`src/hdl/pws_pkg.sv`:
```
// Shared types and constants for the perspective world-to-screen pipeline.
`timescale 1ns / 1ps
package pws_pkg;

  // Config register indexes
  localparam logic [2:0] REG_X_COEFFS      = 3'd0;
  localparam logic [2:0] REG_Y_COEFFS      = 3'd1;
  localparam logic [2:0] REG_Z_COEFFS      = 3'd2;
  localparam logic [2:0] REG_OFFSET_XY     = 3'd3;
  localparam logic [2:0] REG_OFFSET_ZW     = 3'd4;
  localparam logic [2:0] REG_VIEW_W        = 3'd5;
  localparam logic [2:0] REG_VIEW_H        = 3'd6;

  localparam logic [63:0] RST_X_COEFFS      = 64'h0000_0000_0000_1000;
  localparam logic [63:0] RST_Y_COEFFS      = 64'h0000_0000_1000_0000;
  localparam logic [63:0] RST_Z_COEFFS      = 64'h0000_1000_0000_0000;
  localparam logic [63:0] RST_OFFSET_XY     = 64'h0;
  localparam logic [63:0] RST_OFFSET_ZW     = 64'h0001_0000_0000_0000;
  localparam logic [12:0] RST_VIEW_W        = 13'd1920;
  localparam logic [12:0] RST_VIEW_H        = 13'd1080;

  localparam int SW   = 13;         // viewport size width
  localparam int CW   = 51;         // clip value, Q.28
  localparam int W16W = CW - 12;    // clip value, Q16.16
  localparam int NUMW = W16W + 1;   // w16 +/- x16
  localparam int PW   = NUMW + SW + 1;
  localparam int NW   = 58;         // dividend
  localparam int DW   = W16W + 1;   // divisor 2*w16
  localparam int QW   = 21;         // quotient magnitude bits
  localparam int OW   = 20;         // output coordinate

  localparam logic signed [CW+3:0] THRESH_Q28 = (CW+4)'(268435456);
  localparam logic signed [OW-1:0] OUT_MAX    = 20'sd524287;
  localparam logic signed [OW-1:0] OUT_MIN    = -20'sd524288;
  localparam logic signed [OW-1:0] HIDDEN_Q4  = -20'sd16;

  typedef struct packed {
    logic signed [31:0] world_x;
    logic signed [31:0] world_y;
    logic signed [31:0] world_z;
  } in_word_t;

  typedef struct packed {
    logic              visible;
    logic signed [OW-1:0] screen_x;
    logic signed [OW-1:0] screen_y;
  } out_word_t;

  typedef struct packed {
    logic [NW-1:0] rem;
    logic [DW-1:0] den;
    logic [QW-1:0] quo;
    logic          neg;
    logic          ovf;
  } div_lane_t;

  // lane 0 is x, lane 1 is y
  typedef struct packed {
    logic               vis;
    div_lane_t [1:0]    lane;
  } div_word_t;

endpackage

```
`src/hdl/pws_div_step.sv`:
```
// One restoring-division stage: settles quotient bit BIT on both lanes.
`timescale 1ns / 1ps
module pws_div_step #(
  parameter int BIT = 0
) (
  input  logic               clk,
  input  logic               rst,
  input  logic               en,
  input  logic               in_valid,
  input  pws_pkg::div_word_t in_data,
  output logic               out_valid,
  output pws_pkg::div_word_t out_data
);
  import pws_pkg::*;

  localparam int TW = DW + QW + 1;

  logic [TW-1:0] trial [2];
  div_word_t     nxt;

  always_comb begin
    nxt = in_data;
    for (int i = 0; i < 2; i++) begin
      trial[i] = TW'(in_data.lane[i].rem) - (TW'(in_data.lane[i].den) << BIT);
      if (!trial[i][TW-1]) begin
        nxt.lane[i].rem      = trial[i][NW-1:0];
        nxt.lane[i].quo[BIT] = 1'b1;
      end
    end
  end

  always_ff @(posedge clk) begin
    if (rst) begin
      out_valid <= 1'b0;
    end else if (en) begin
      out_valid <= in_valid;
    end
  end

  always_ff @(posedge clk) begin
    if (en) begin
      out_data <= nxt;
    end
  end

endmodule

```
`config.mk`:
```
export PLATFORM = sky130hd
export DESIGN_NAME = pws_div_step
export DESIGN_NICKNAME = d
export VERILOG_FILES = /design/src/hdl/pws_pkg.sv /design/src/hdl/pws_div_step.sv
export SDC_FILE = /design/constraint.sdc
export NUM_CORES = 1
export LEC_CHECK = 0
export BUFFER_PORTS_ARGS = -buffer_cell sky130_fd_sc_hd__buf_4
export CAP_MARGIN = 20
export CELL_PAD_IN_SITES_DETAIL_PLACEMENT = 0
export CELL_PAD_IN_SITES_GLOBAL_PLACEMENT = 1
export CORE_MARGIN = 5
export CORE_UTILIZATION = 39
export DETAILED_ROUTE_END_ITERATION = 16
export PLACE_DENSITY = 0.87
export SLEW_MARGIN = 20
export SYNTH_ARGS = -nofsm -noshare
export SYNTH_HDL_FRONTEND = slang
export SYNTH_SLANG_ARGS = --single-unit
```
`constraint.sdc`:
```
create_clock -name clk -period 4.55 [get_ports clk]
set_input_delay 0.91 -clock clk [delete_from_list [all_inputs] [get_ports clk]]
set_output_delay 0.91 -clock clk [all_outputs]
set_load 0.01 [all_outputs]
```
==> out/metrics.cfg <==
[cts]
post_cts_buffers=0
cts_max_path_buffers=3
cts_sinks=244
cts_hold_buffers=0
h-tree-depth=1
cts_resized=0
clockRootBuffer=clkbuf_16
clk_latency_ns=0.55
cts_made_buffers=28
clk_pin_slew_ns=0.06
cts_tree=built

[synth]
syn_inst=1396
ys_warn_count=0
ys_async_sr_fraction_pct=0
synth.cell_area_um2=14500
syn_avg_cell_area_um2=10.4
synth_seq_cells=244
synth_top_area_cell=edfxtp_1
synthFlopType=edfxtp_1
yosysUniqueCellTypes=86
synth_enable_flop_cells=243
ys_seq_area_share_pct=50.4
syn-num-nets=1725
synth_area_leaders=edfxtp_1 50%, ha_1 6.9%, a21oi_1 5.3%
synth_top_area_share_pct=50.2

[setup_path]
cp-start-kind=input port
cp.required_ns=4.95
arrival_ns=4.06
cp.buffers_inverters=3
endpoint_kind=register
cpPeakStageDelay_ns=0.70
path_cells=buf_4 -> inv_1 -> ha_1 -> a21oi_1 -> o21ai_1 -> nor4_1 -> nor2_1 -> o211ai_2 -> and2_1 -> buf_12 -> a211oi_1 -> nor3_2
critPathMaxFanout=17
critPathSlowestCell=nor4_1
cpLargestDelayFamily=simple AND/OR/NAND/NOR gates
path_class=input port to register

[sta]
maxSlewHeadroom_pct=38.1
layout_setup_ws_ns=0.891
tns_ns=0
fmax_ghz=0.273
period_needed_ns=3.66
skew_ns=0
worst_slew_pin_slew_ns=0.924
drv_slew=0
setup_violations=0
finalHoldViolations=0
finalCritPeriodShare_pct=80.4
rsz0062_at_grt=no

[pwr]
p_total_mw=6.94
power.leakage_nw=8.32
seq_power_share_pct=41.3
p_sw_mw=1.98
p_int_mw=4.96
pwr_density_cell_nw_per_um2=354
p_clk_share_pct=33.5
switching_share_pct=28.5
peakVddDrop_uv=264
pwr-share-comb_pct=25.2

[global_routing]
grt_overflow=0
grt_max_degree=95
antenna_found_initial=2
grt_pass1_wl_um=76700
grt_pass1_vias=13000
grt.total_usage_pct=23.6

[detailed_routing]
routed_wl_um=50900
vias_per_cell=5.40
drc=0
drt_iter0_markers=779
drt_pre_antenna_iters=5
antenna_left=0
wl_per_cell_um=21.5
vias=12800

[die]
start_util_pct=39.6
io_pins=491
fp.dieH_um=203
fp-row-count=70
dieArea_um2=41200
core_area_um2=36700
die_x_um=203

[place]
gp_congestion=0.923
detailed_place_hpwl_um=41300
dpl_worst_slack_ns=0.404
io_buffers=490

[worst_hold_path]
min_path_type=input port to register

[cells_and_area]
mostFrequentLayoutCell=buf_4
nFillCells=3291
layout.nets=2206
final_layout_size_suffix_gt1_share_pct=31.2
area_delta_synth_final_pct=35.1
final_cell_mix=499 x buf_4, 243 x edfxtp_1, 153 x a21oi_1

[run_status]
status=completed

[job]
max_cap_violations=0

[per-layer routing]
layer | track usage, % | up-vias | share of wire [%]
li1 | - | 6129 | -
met1 | 29.3 | 6069 | 40
met2 | 41.4 | 510 | 49
met3 | 4.78 | 86 | 7.7
met4 | 7.49 | 2 | 3.3
met5 | 0 | - | 0.024
[final timing paths]
check,to,slack (ns),startpoint,depth (start not counted)
setup reg to reg,out_valid$_SDFFE_PP0P_,3.95,out_valid$_SDFFE_PP0P_,2
setup / recovery,out_data[98]$_DFFE_PP_,0.89,in_data[38],12
hold reg to reg,out_valid$_SDFFE_PP0P_,0.54,out_valid$_SDFFE_PP0P_,2
hold / removal,out_valid$_SDFFE_PP0P_,0.51,rst,2
[power by group through the flow]
stage / clock network, mW / logic, mW / registers [mW]
after floorplan: 0 / 0.736 / 3.02
after global placement: 0 / 1.73 / 2.91
after detailed placement: 0 / 1.75 / 2.91
after CTS: 2.39 / 1.75 / 2.87
after global routing: 2.47 / 1.89 / 2.89
final: 2.33 / 1.75 / 2.87
[cell families after synthesis]
| logic type | synth area share, % |
|---|---|
| compound gates | 16.8 |
| xor+xnor | 6.39 |
| fa+ha+maj | 7.17 |
| buf+inv | 4.58 |
| flops | 50.4 |
| mux | 0.224 |
| simple gates | 14.5 |
[sequential cells by signal, summed over array words and instances, names as in the netlist]
register,count
out_data,243
out_valid,1
[through the flow]
stage | util [%] | std cells | instance area, um^2 | hold slack (ns)
after floorplan | - | 1396 | 14500 | 0.528
after global placement | 50.9 | 2315 | 18700 | 0.479
after detailed placement | 50.9 | 2315 | 18700 | 0.525
after CTS | 53.5 | 2367 | 19600 | 0.477
after global routing | 53.5 | 2368 | 19600 | 0.496
final | 53.5 | 2369 | 19600 | 0.509
[Yosys cell counts, types with 28 or more instances]
cell      number
buf_2         28
inv_1         98
o21ai_0       49
o21ai_1       31
nor2_1       125
edfxtp_1     243
nand4_1       33
nand2_1      112
ha_1          80
xnor2_1       55
a21oi_1      153
xor2_1        51
[worst register-to-register path: stages, from the launching register on]
cell	delay, ns
dfxtp_1	0.32
mux2i_1	0.13
nor2_1	0.06
[final cells by class]
type / instances / area [um^2] / share of cell area, %
diodes: 2 / 5.00 / 0.0255
clock inverters: 19 / 200 / 1.02
multi-input cells: 999 / 6550 / 33.3
inverters: 99 / 372 / 1.89
flip-flops and latches: 244 / 7320 / 37.3
repair buffers: 505 / 3860 / 19.7
clock buffers: 33 / 741 / 3.77
well taps: 468 / 586 / 2.98
No activity file was read; power rests on OpenSTA's default activity.
