[src/hdl/pws_pkg.sv]
// Shared types and constants for the perspective world-to-screen pipeline.
`timescale 1ns / 1ps
package pws_pkg;

  // Config register indexes
  localparam logic [2:0] REG_X_COEFFS      = 3'd0;
  localparam logic [2:0] REG_Y_COEFFS      = 3'd1;
  localparam logic [2:0] REG_Z_COEFFS      = 3'd2;
  localparam logic [2:0] REG_OFFSET_XY     = 3'd3;
  localparam logic [2:0] REG_OFFSET_ZW     = 3'd4;
  localparam logic [2:0] REG_VIEW_W        = 3'd5;
  localparam logic [2:0] REG_VIEW_H        = 3'd6;

  localparam logic [63:0] RST_X_COEFFS      = 64'h0000_0000_0000_1000;
  localparam logic [63:0] RST_Y_COEFFS      = 64'h0000_0000_1000_0000;
  localparam logic [63:0] RST_Z_COEFFS      = 64'h0000_1000_0000_0000;
  localparam logic [63:0] RST_OFFSET_XY     = 64'h0;
  localparam logic [63:0] RST_OFFSET_ZW     = 64'h0001_0000_0000_0000;
  localparam logic [12:0] RST_VIEW_W        = 13'd1920;
  localparam logic [12:0] RST_VIEW_H        = 13'd1080;

  localparam int SW   = 13;         // viewport size width
  localparam int CW   = 51;         // clip value, Q.28
  localparam int W16W = CW - 12;    // clip value, Q16.16
  localparam int NUMW = W16W + 1;   // w16 +/- x16
  localparam int PW   = NUMW + SW + 1;
  localparam int NW   = 58;         // dividend
  localparam int DW   = W16W + 1;   // divisor 2*w16
  localparam int QW   = 21;         // quotient magnitude bits
  localparam int OW   = 20;         // output coordinate

  localparam logic signed [CW+3:0] THRESH_Q28 = (CW+4)'(268435456);
  localparam logic signed [OW-1:0] OUT_MAX    = 20'sd524287;
  localparam logic signed [OW-1:0] OUT_MIN    = -20'sd524288;
  localparam logic signed [OW-1:0] HIDDEN_Q4  = -20'sd16;

  typedef struct packed {
    logic signed [31:0] world_x;
    logic signed [31:0] world_y;
    logic signed [31:0] world_z;
  } in_word_t;

  typedef struct packed {
    logic              visible;
    logic signed [OW-1:0] screen_x;
    logic signed [OW-1:0] screen_y;
  } out_word_t;

  typedef struct packed {
    logic [NW-1:0] rem;
    logic [DW-1:0] den;
    logic [QW-1:0] quo;
    logic          neg;
    logic          ovf;
  } div_lane_t;

  // lane 0 is x, lane 1 is y
  typedef struct packed {
    logic               vis;
    div_lane_t [1:0]    lane;
  } div_word_t;

endpackage

[src/hdl/pws_prep.sv]
// Visibility test and dividend/divisor setup for the two viewport axes.
`timescale 1ns / 1ps
module pws_prep (
  input  logic                  clk,
  input  logic                  rst,
  input  logic                  en,
  input  logic                  clip_valid,
  input  logic signed [pws_pkg::CW-1:0] clip_x,
  input  logic signed [pws_pkg::CW-1:0] clip_y,
  input  logic signed [pws_pkg::CW-1:0] clip_w,
  input  logic [pws_pkg::SW-1:0] view_w,
  input  logic [pws_pkg::SW-1:0] view_h,
  output logic                  div_valid,
  output pws_pkg::div_word_t    div_data
);
  import pws_pkg::*;

  logic signed [CW+3:0]   ten_w;
  logic signed [W16W-1:0] x16, y16, w16_c;

  logic                   v1, v2, v3, v4;
  logic                   vis1, vis2, vis3;
  logic signed [W16W-1:0] w16_1, w16_2;
  logic signed [NUMW-1:0] num1 [2];
  logic signed [PW-1:0]   prod2 [2];
  logic [SW-1:0]          size [2];
  logic signed [NW-1:0]   nn3 [2];
  logic [DW-1:0]          dd3;
  logic signed [NW:0]     mag [2];
  div_word_t              out_r;

  always_comb begin
    ten_w   = ((CW+4)'(clip_w) <<< 3) + ((CW+4)'(clip_w) <<< 1);
    x16     = clip_x[CW-1:12];
    y16     = clip_y[CW-1:12];
    w16_c   = clip_w[CW-1:12];
    size[0] = view_w;
    size[1] = view_h;
    for (int i = 0; i < 2; i++) begin
      // -N + D - 1 gives ceil magnitude so a floor quotient results
      mag[i] = -(NW+1)'(nn3[i]) + $signed({{(NW+1-DW){1'b0}}, dd3}) - (NW+1)'(1);
    end
  end

  always_ff @(posedge clk) begin
    if (rst) begin
      v1 <= 1'b0;
      v2 <= 1'b0;
      v3 <= 1'b0;
      v4 <= 1'b0;
    end else if (en) begin
      v1 <= clip_valid;
      v2 <= v1;
      v3 <= v2;
      v4 <= v3;
    end
  end

  always_ff @(posedge clk) begin
    if (en) begin
      vis1    <= (ten_w >= THRESH_Q28);
      w16_1   <= w16_c;
      num1[0] <= NUMW'(w16_c) + NUMW'(x16);
      num1[1] <= NUMW'(w16_c) - NUMW'(y16);

      vis2  <= vis1;
      w16_2 <= w16_1;
      for (int i = 0; i < 2; i++) begin
        prod2[i] <= $signed({1'b0, size[i]}) * num1[i];
      end

      vis3 <= vis2;
      dd3  <= {w16_2, 1'b0};
      for (int i = 0; i < 2; i++) begin
        nn3[i] <= (NW'(prod2[i]) <<< 4) + NW'(w16_2);
      end

      out_r.vis <= vis3;
      for (int i = 0; i < 2; i++) begin
        out_r.lane[i].neg <= nn3[i][NW-1];
        out_r.lane[i].den <= dd3;
        out_r.lane[i].quo <= '0;
        if (nn3[i][NW-1]) begin
          out_r.lane[i].rem <= mag[i][NW-1:0];
          out_r.lane[i].ovf <= (mag[i][NW-1:QW] >= (NW-QW)'(dd3));
        end else begin
          out_r.lane[i].rem <= nn3[i];
          out_r.lane[i].ovf <= (nn3[i][NW-1:QW] >= (NW-QW)'(dd3));
        end
      end
    end
  end

  assign div_valid = v4;
  assign div_data  = out_r;

endmodule

[config.mk]
export PLATFORM = sky130hd
export DESIGN_NAME = pws_prep
export DESIGN_NICKNAME = d
export VERILOG_FILES = /design/src/hdl/pws_pkg.sv /design/src/hdl/pws_prep.sv
export SDC_FILE = /design/constraint.sdc
export NUM_CORES = 2
export LEC_CHECK = 0
export BUFFER_PORTS_ARGS = -buffer_cell sky130_fd_sc_hd__buf_2
export CORE_ASPECT_RATIO = 1.5
export CORE_MARGIN = 2
export CORE_UTILIZATION = 50
export DETAILED_ROUTE_END_ITERATION = 10
export GPL_TIMING_DRIVEN = 0
export PLACE_DENSITY = 0.67
export SYNTH_ARGS = -nofsm -noshare
export SYNTH_HDL_FRONTEND = slang
export SYNTH_SLANG_ARGS = --single-unit
[constraint.sdc]
create_clock -name clk -period 9.6 [get_ports clk]
set_clock_uncertainty 0.2 [all_clocks]
set_input_delay 0.96 -clock clk [delete_from_list [all_inputs] [get_ports clk]]
set_output_delay 0.96 -clock clk [all_outputs]
set_load 0.03 [all_outputs]
==> results.rst <==
.. list-table::
   :header-rows: 1

   * - Metric
     - Value
   * - Number of maximum-capacitance constraint violations
     - 0
   * - Unrepaired setup endpoints after global routing
     - false
   * - Transition time of the tightest slew-check pin
     - 1.13 ns
   * - Final routed DRC violation total
     - 0
   * - Path category of the worst min-delay check
     - reg -> reg
   * - Total of endpoints with negative setup slack in the final report
     - 0
   * - Max Freq
     - ~120 MHz
   * - Starting utilization of the core area
     - 50.3%
   * - Antenna violations before repair
     - 17
   * - Vertical die dimension
     - 479 um
   * - Cell with the largest stage delay on the worst path
     - sky130_fd_sc_hd__a221oi_2
   * - Routed wire per std cell
     - 23.9 um
   * - Dominant cell by count in the synthesized netlist
     - sky130_fd_sc_hd__inv_1
   * - Max-slew violation count
     - 0
   * - First-pass iteration count of the detailed router
     - 6
   * - Total of flip-flops plus latches after synthesis
     - 580
   * - Total Routing Usage GR
     - approximately a third
   * - Site row count
     - 174
   * - Leading post-synthesis cells by cell area
     - sky130_fd_sc_hd__fa_1 (25%), sky130_fd_sc_hd__edfxtp_1 (23%), sky130_fd_sc_hd__ha_1 (12%)
   * - Crit path kind
     - reg -> reg
   * - Number of buffers added by the clock tree synthesis step
     - 60
   * - Async set-or-reset flop fraction in the synthesized netlist
     - 0%
   * - Clock insertion delay at the later pin of the skew report
     - 0.73 ns
   * - Slack of the worst reg-to-reg path
     - about 1.2 ns
   * - Synth Warn #
     - 0
   * - CTS tree
     - yes
   * - Largest stage delay on the critical path
     - 0.78 ns
   * - Number of synthesized flops with an enable pin
     - 576
   * - Detail Route Antenna Nets
     - 0
   * - Fraction of final layout cells with drive strength greater than 1
     - under 10%
   * - Area Overhead vs Synth
     - 8.64%
   * - CP Launch Type
     - register
   * - Largest net degree at the start of global routing
     - 132
   * - Cell area after technology mapping
     - 75,300 um2
   * - Number of failing hold endpoints at the final stage
     - 0
   * - Top cells by count, synth
     - sky130_fd_sc_hd__inv_1 (1,258), sky130_fd_sc_hd__fa_1 (938), sky130_fd_sc_hd__nand2_1 (869)
   * - Worst setup startpoint
     - num1[0][7]
   * - Post-layout worst setup margin
     - around 1.2 ns
   * - Number of distinct standard cells referenced by the synthesized netlist
     - between 90 and 100
   * - Maximum fanout along the worst path
     - 10
   * - Postcts setup bufs
     - 0
   * - Area leader, netlist
     - sky130_fd_sc_hd__fa_1
   * - Seq/Total Area, Yosys
     - 23.1%
   * - Mean area per synthesized cell
     - 9.52 um2
   * - RePlAce Congestion
     - 1.05
   * - Final-layout fill cell count
     - approximately 14,000
   * - Capturing point of the worst reg2reg path
     - prod2[0][53]
   * - Share of the cycle needed by the critical path after routing
     - 87.1%
   * - Logic depth of the worst register-to-register path
     - 26
   * - Worst EP required
     - 9.84 ns
   * - Number of buffers inserted by port buffering
     - approximately 330
   * - Via-to-Cell Ratio
     - 5.66
   * - Fin area
     - 81,800 um2
   * - # nets final
     - between 10,000 and 15,000
   * - Endpoint of the most critical setup path
     - prod2[0][53]
   * - DRT iter0 DRCs
     - 3,897
   * - Number of I/O pins
     - roughly 430
   * - Post-Synthesis Cells
     - about 8,000
   * - Core region area
     - 150,000 um2
   * - Clock Path Buffers
     - 3
   * - CTS clk-pin slew, worst paths
     - 0.07 ns
   * - Maximum level of the CTS H-tree
     - 2
   * - Sum of net half-perimeters after detailed placement
     - 207,000 um
   * - Status
     - complete, no violations
   * - Number of resized instances in the post-cts repair step
     - 0
   * - Number of buffers inserted for hold repair after clock tree synthesis
     - 0
   * - DRT Wirelength
     - 247,000 um
   * - Sort of element at the end of the critical path
     - register
   * - Area share of the largest cell type after synthesis
     - about a quarter
   * - Wire length of the first global-routing pass
     - 365,000 um
   * - Minimum setup slack after placement
     - ~0.88 ns
   * - Routed via count
     - 58,500
   * - Crit path arrival time
     - 8.60 ns
   * - Final global-route overflow total
     - 0
   * - Chip Width
     - 321 um
   * - Instance area after placement
     - 79,800 um2
   * - Final critical path time including I/O delays and setup
     - 8.36 ns
   * - Worst max-slew margin expressed relative to the limit
     - 23.6%
   * - Clock tree sinks
     - 580
   * - CTS Root Buffer Type
     - sky130_fd_sc_hd__clkbuf_16
   * - Startpoint of the worst register-to-register path
     - num1[0][7]
   * - Die footprint
     - roughly 150,000 um2
   * - Flip-flop cell with the highest count after synthesis
     - sky130_fd_sc_hd__edfxtp_1
   * - Via count of the first global-routing pass
     - 60,200
worst min-delay path by stage:
stage          slack (ns)      start        end  cells past startpoint
2_1_floorplan        0.20   w16_2[0]     dd3[1]                      0
3_3_place_gp         0.20  w16_1[36]  w16_2[36]                      0
3_5_place_dp         0.20  w16_1[10]  w16_2[10]                      0
4_1_cts              0.22   w16_2[2]     dd3[3]                      0
5_1_grt              0.22  w16_1[27]  w16_2[27]                      0
6_report             0.22   w16_2[2]     dd3[3]                      0
final cells by class:
| class | instances | area (um2) | share of cell area (%) |
|---|---|---|---|
| clock inverters | 39 | 502 | 0.613 |
| plain buffers | 368 | 1710 | 2.09 |
| multi-input cells | 5747 | 51700 | 63.2 |
| repair buffers | 341 | 1870 | 2.29 |
| flip-flops and latches | 580 | 17400 | 21.2 |
| clock buffers | 70 | 1540 | 1.88 |
| inverters | 1258 | 4720 | 5.77 |
| well taps | 1936 | 2420 | 2.96 |
| diodes | 3 | 7.51 | 0.00918 |
routing by layer:
layer / GRT usage (%) / vias to the layer above / wire length, um
met5: 0 / - / 148
met4: 22.5 / 24 / 21600
met3: 4.56 / 677 / 14900
met2: 55.2 / 2180 / 119000
met1: 36.5 / 28700 / 91600
li1: - / 26900 / -
through the flow:
| step | setup TNS [ns] | utilization, % | hold WS, ns | instances |
|---|---|---|---|---|
| 6_report | 0 | 54.6 | 0.216 | 10300 |
| 5_1_grt | 0 | 54.6 | 0.225 | 10300 |
| 4_1_cts | 0 | 54.6 | 0.220 | 10300 |
| 3_5_place_dp | 0 | 53.3 | 0.205 | 10200 |
| 3_3_place_gp | -704.03 | 53.1 | 0.201 | 10200 |
| 2_1_floorplan | 0 | - | 0.200 | 7953 |
state kept, by name, summed over array words and instances, names as in the netlist:
register   cells
v3             1
vis3           1
vis2           1
w16_1         39
nn3          108
vis1           1
div_data     160
w16_2         39
v1             1
num1          80
v2             1
div_valid      1
dd3           39
prod2        108
critical path: cells and delay by family, from the launching register on:
family / cells / cell delay, ns
compound gates: 8 / 2.48
simple gates: 4 / 0.89
flops: 1 / 0.56
buf+inv: 7 / 0.74
fa+ha+maj: 7 / 3.22
placed cells by master, fill, tap and decap left out, drive strengths merged, types with 76 or more instances in the layout:
cell type  synthesis  routed
ha               697     697
edfxtp           576     576
a21oi            420     420
nor3              85      85
inv             1258    1265
buf               95     436
nand3             76      76
xor2             105     105
nor2b             79      79
xnor2            316     316
and2             499     499
nand2            869     869
o21ai            298     298
clkbuf           273     343
nor2             269     269
fa               938     938
a21o             268     268
logic make-up after synthesis:
kind of cell	after synthesis	synth area share [%]
simple gates	2175	14.2
fa+ha+maj	1635	36.5
buf+inv	1626	8.54
compound gates	1439	12.3
flops	580	23.1
xor+xnor	421	4.90
mux	33	0.467
other cells	1	0.00498
Power is left out: the tool's default activity adds up to more than one toggle a clock period on the data nets, which glitch-free logic cannot reach.
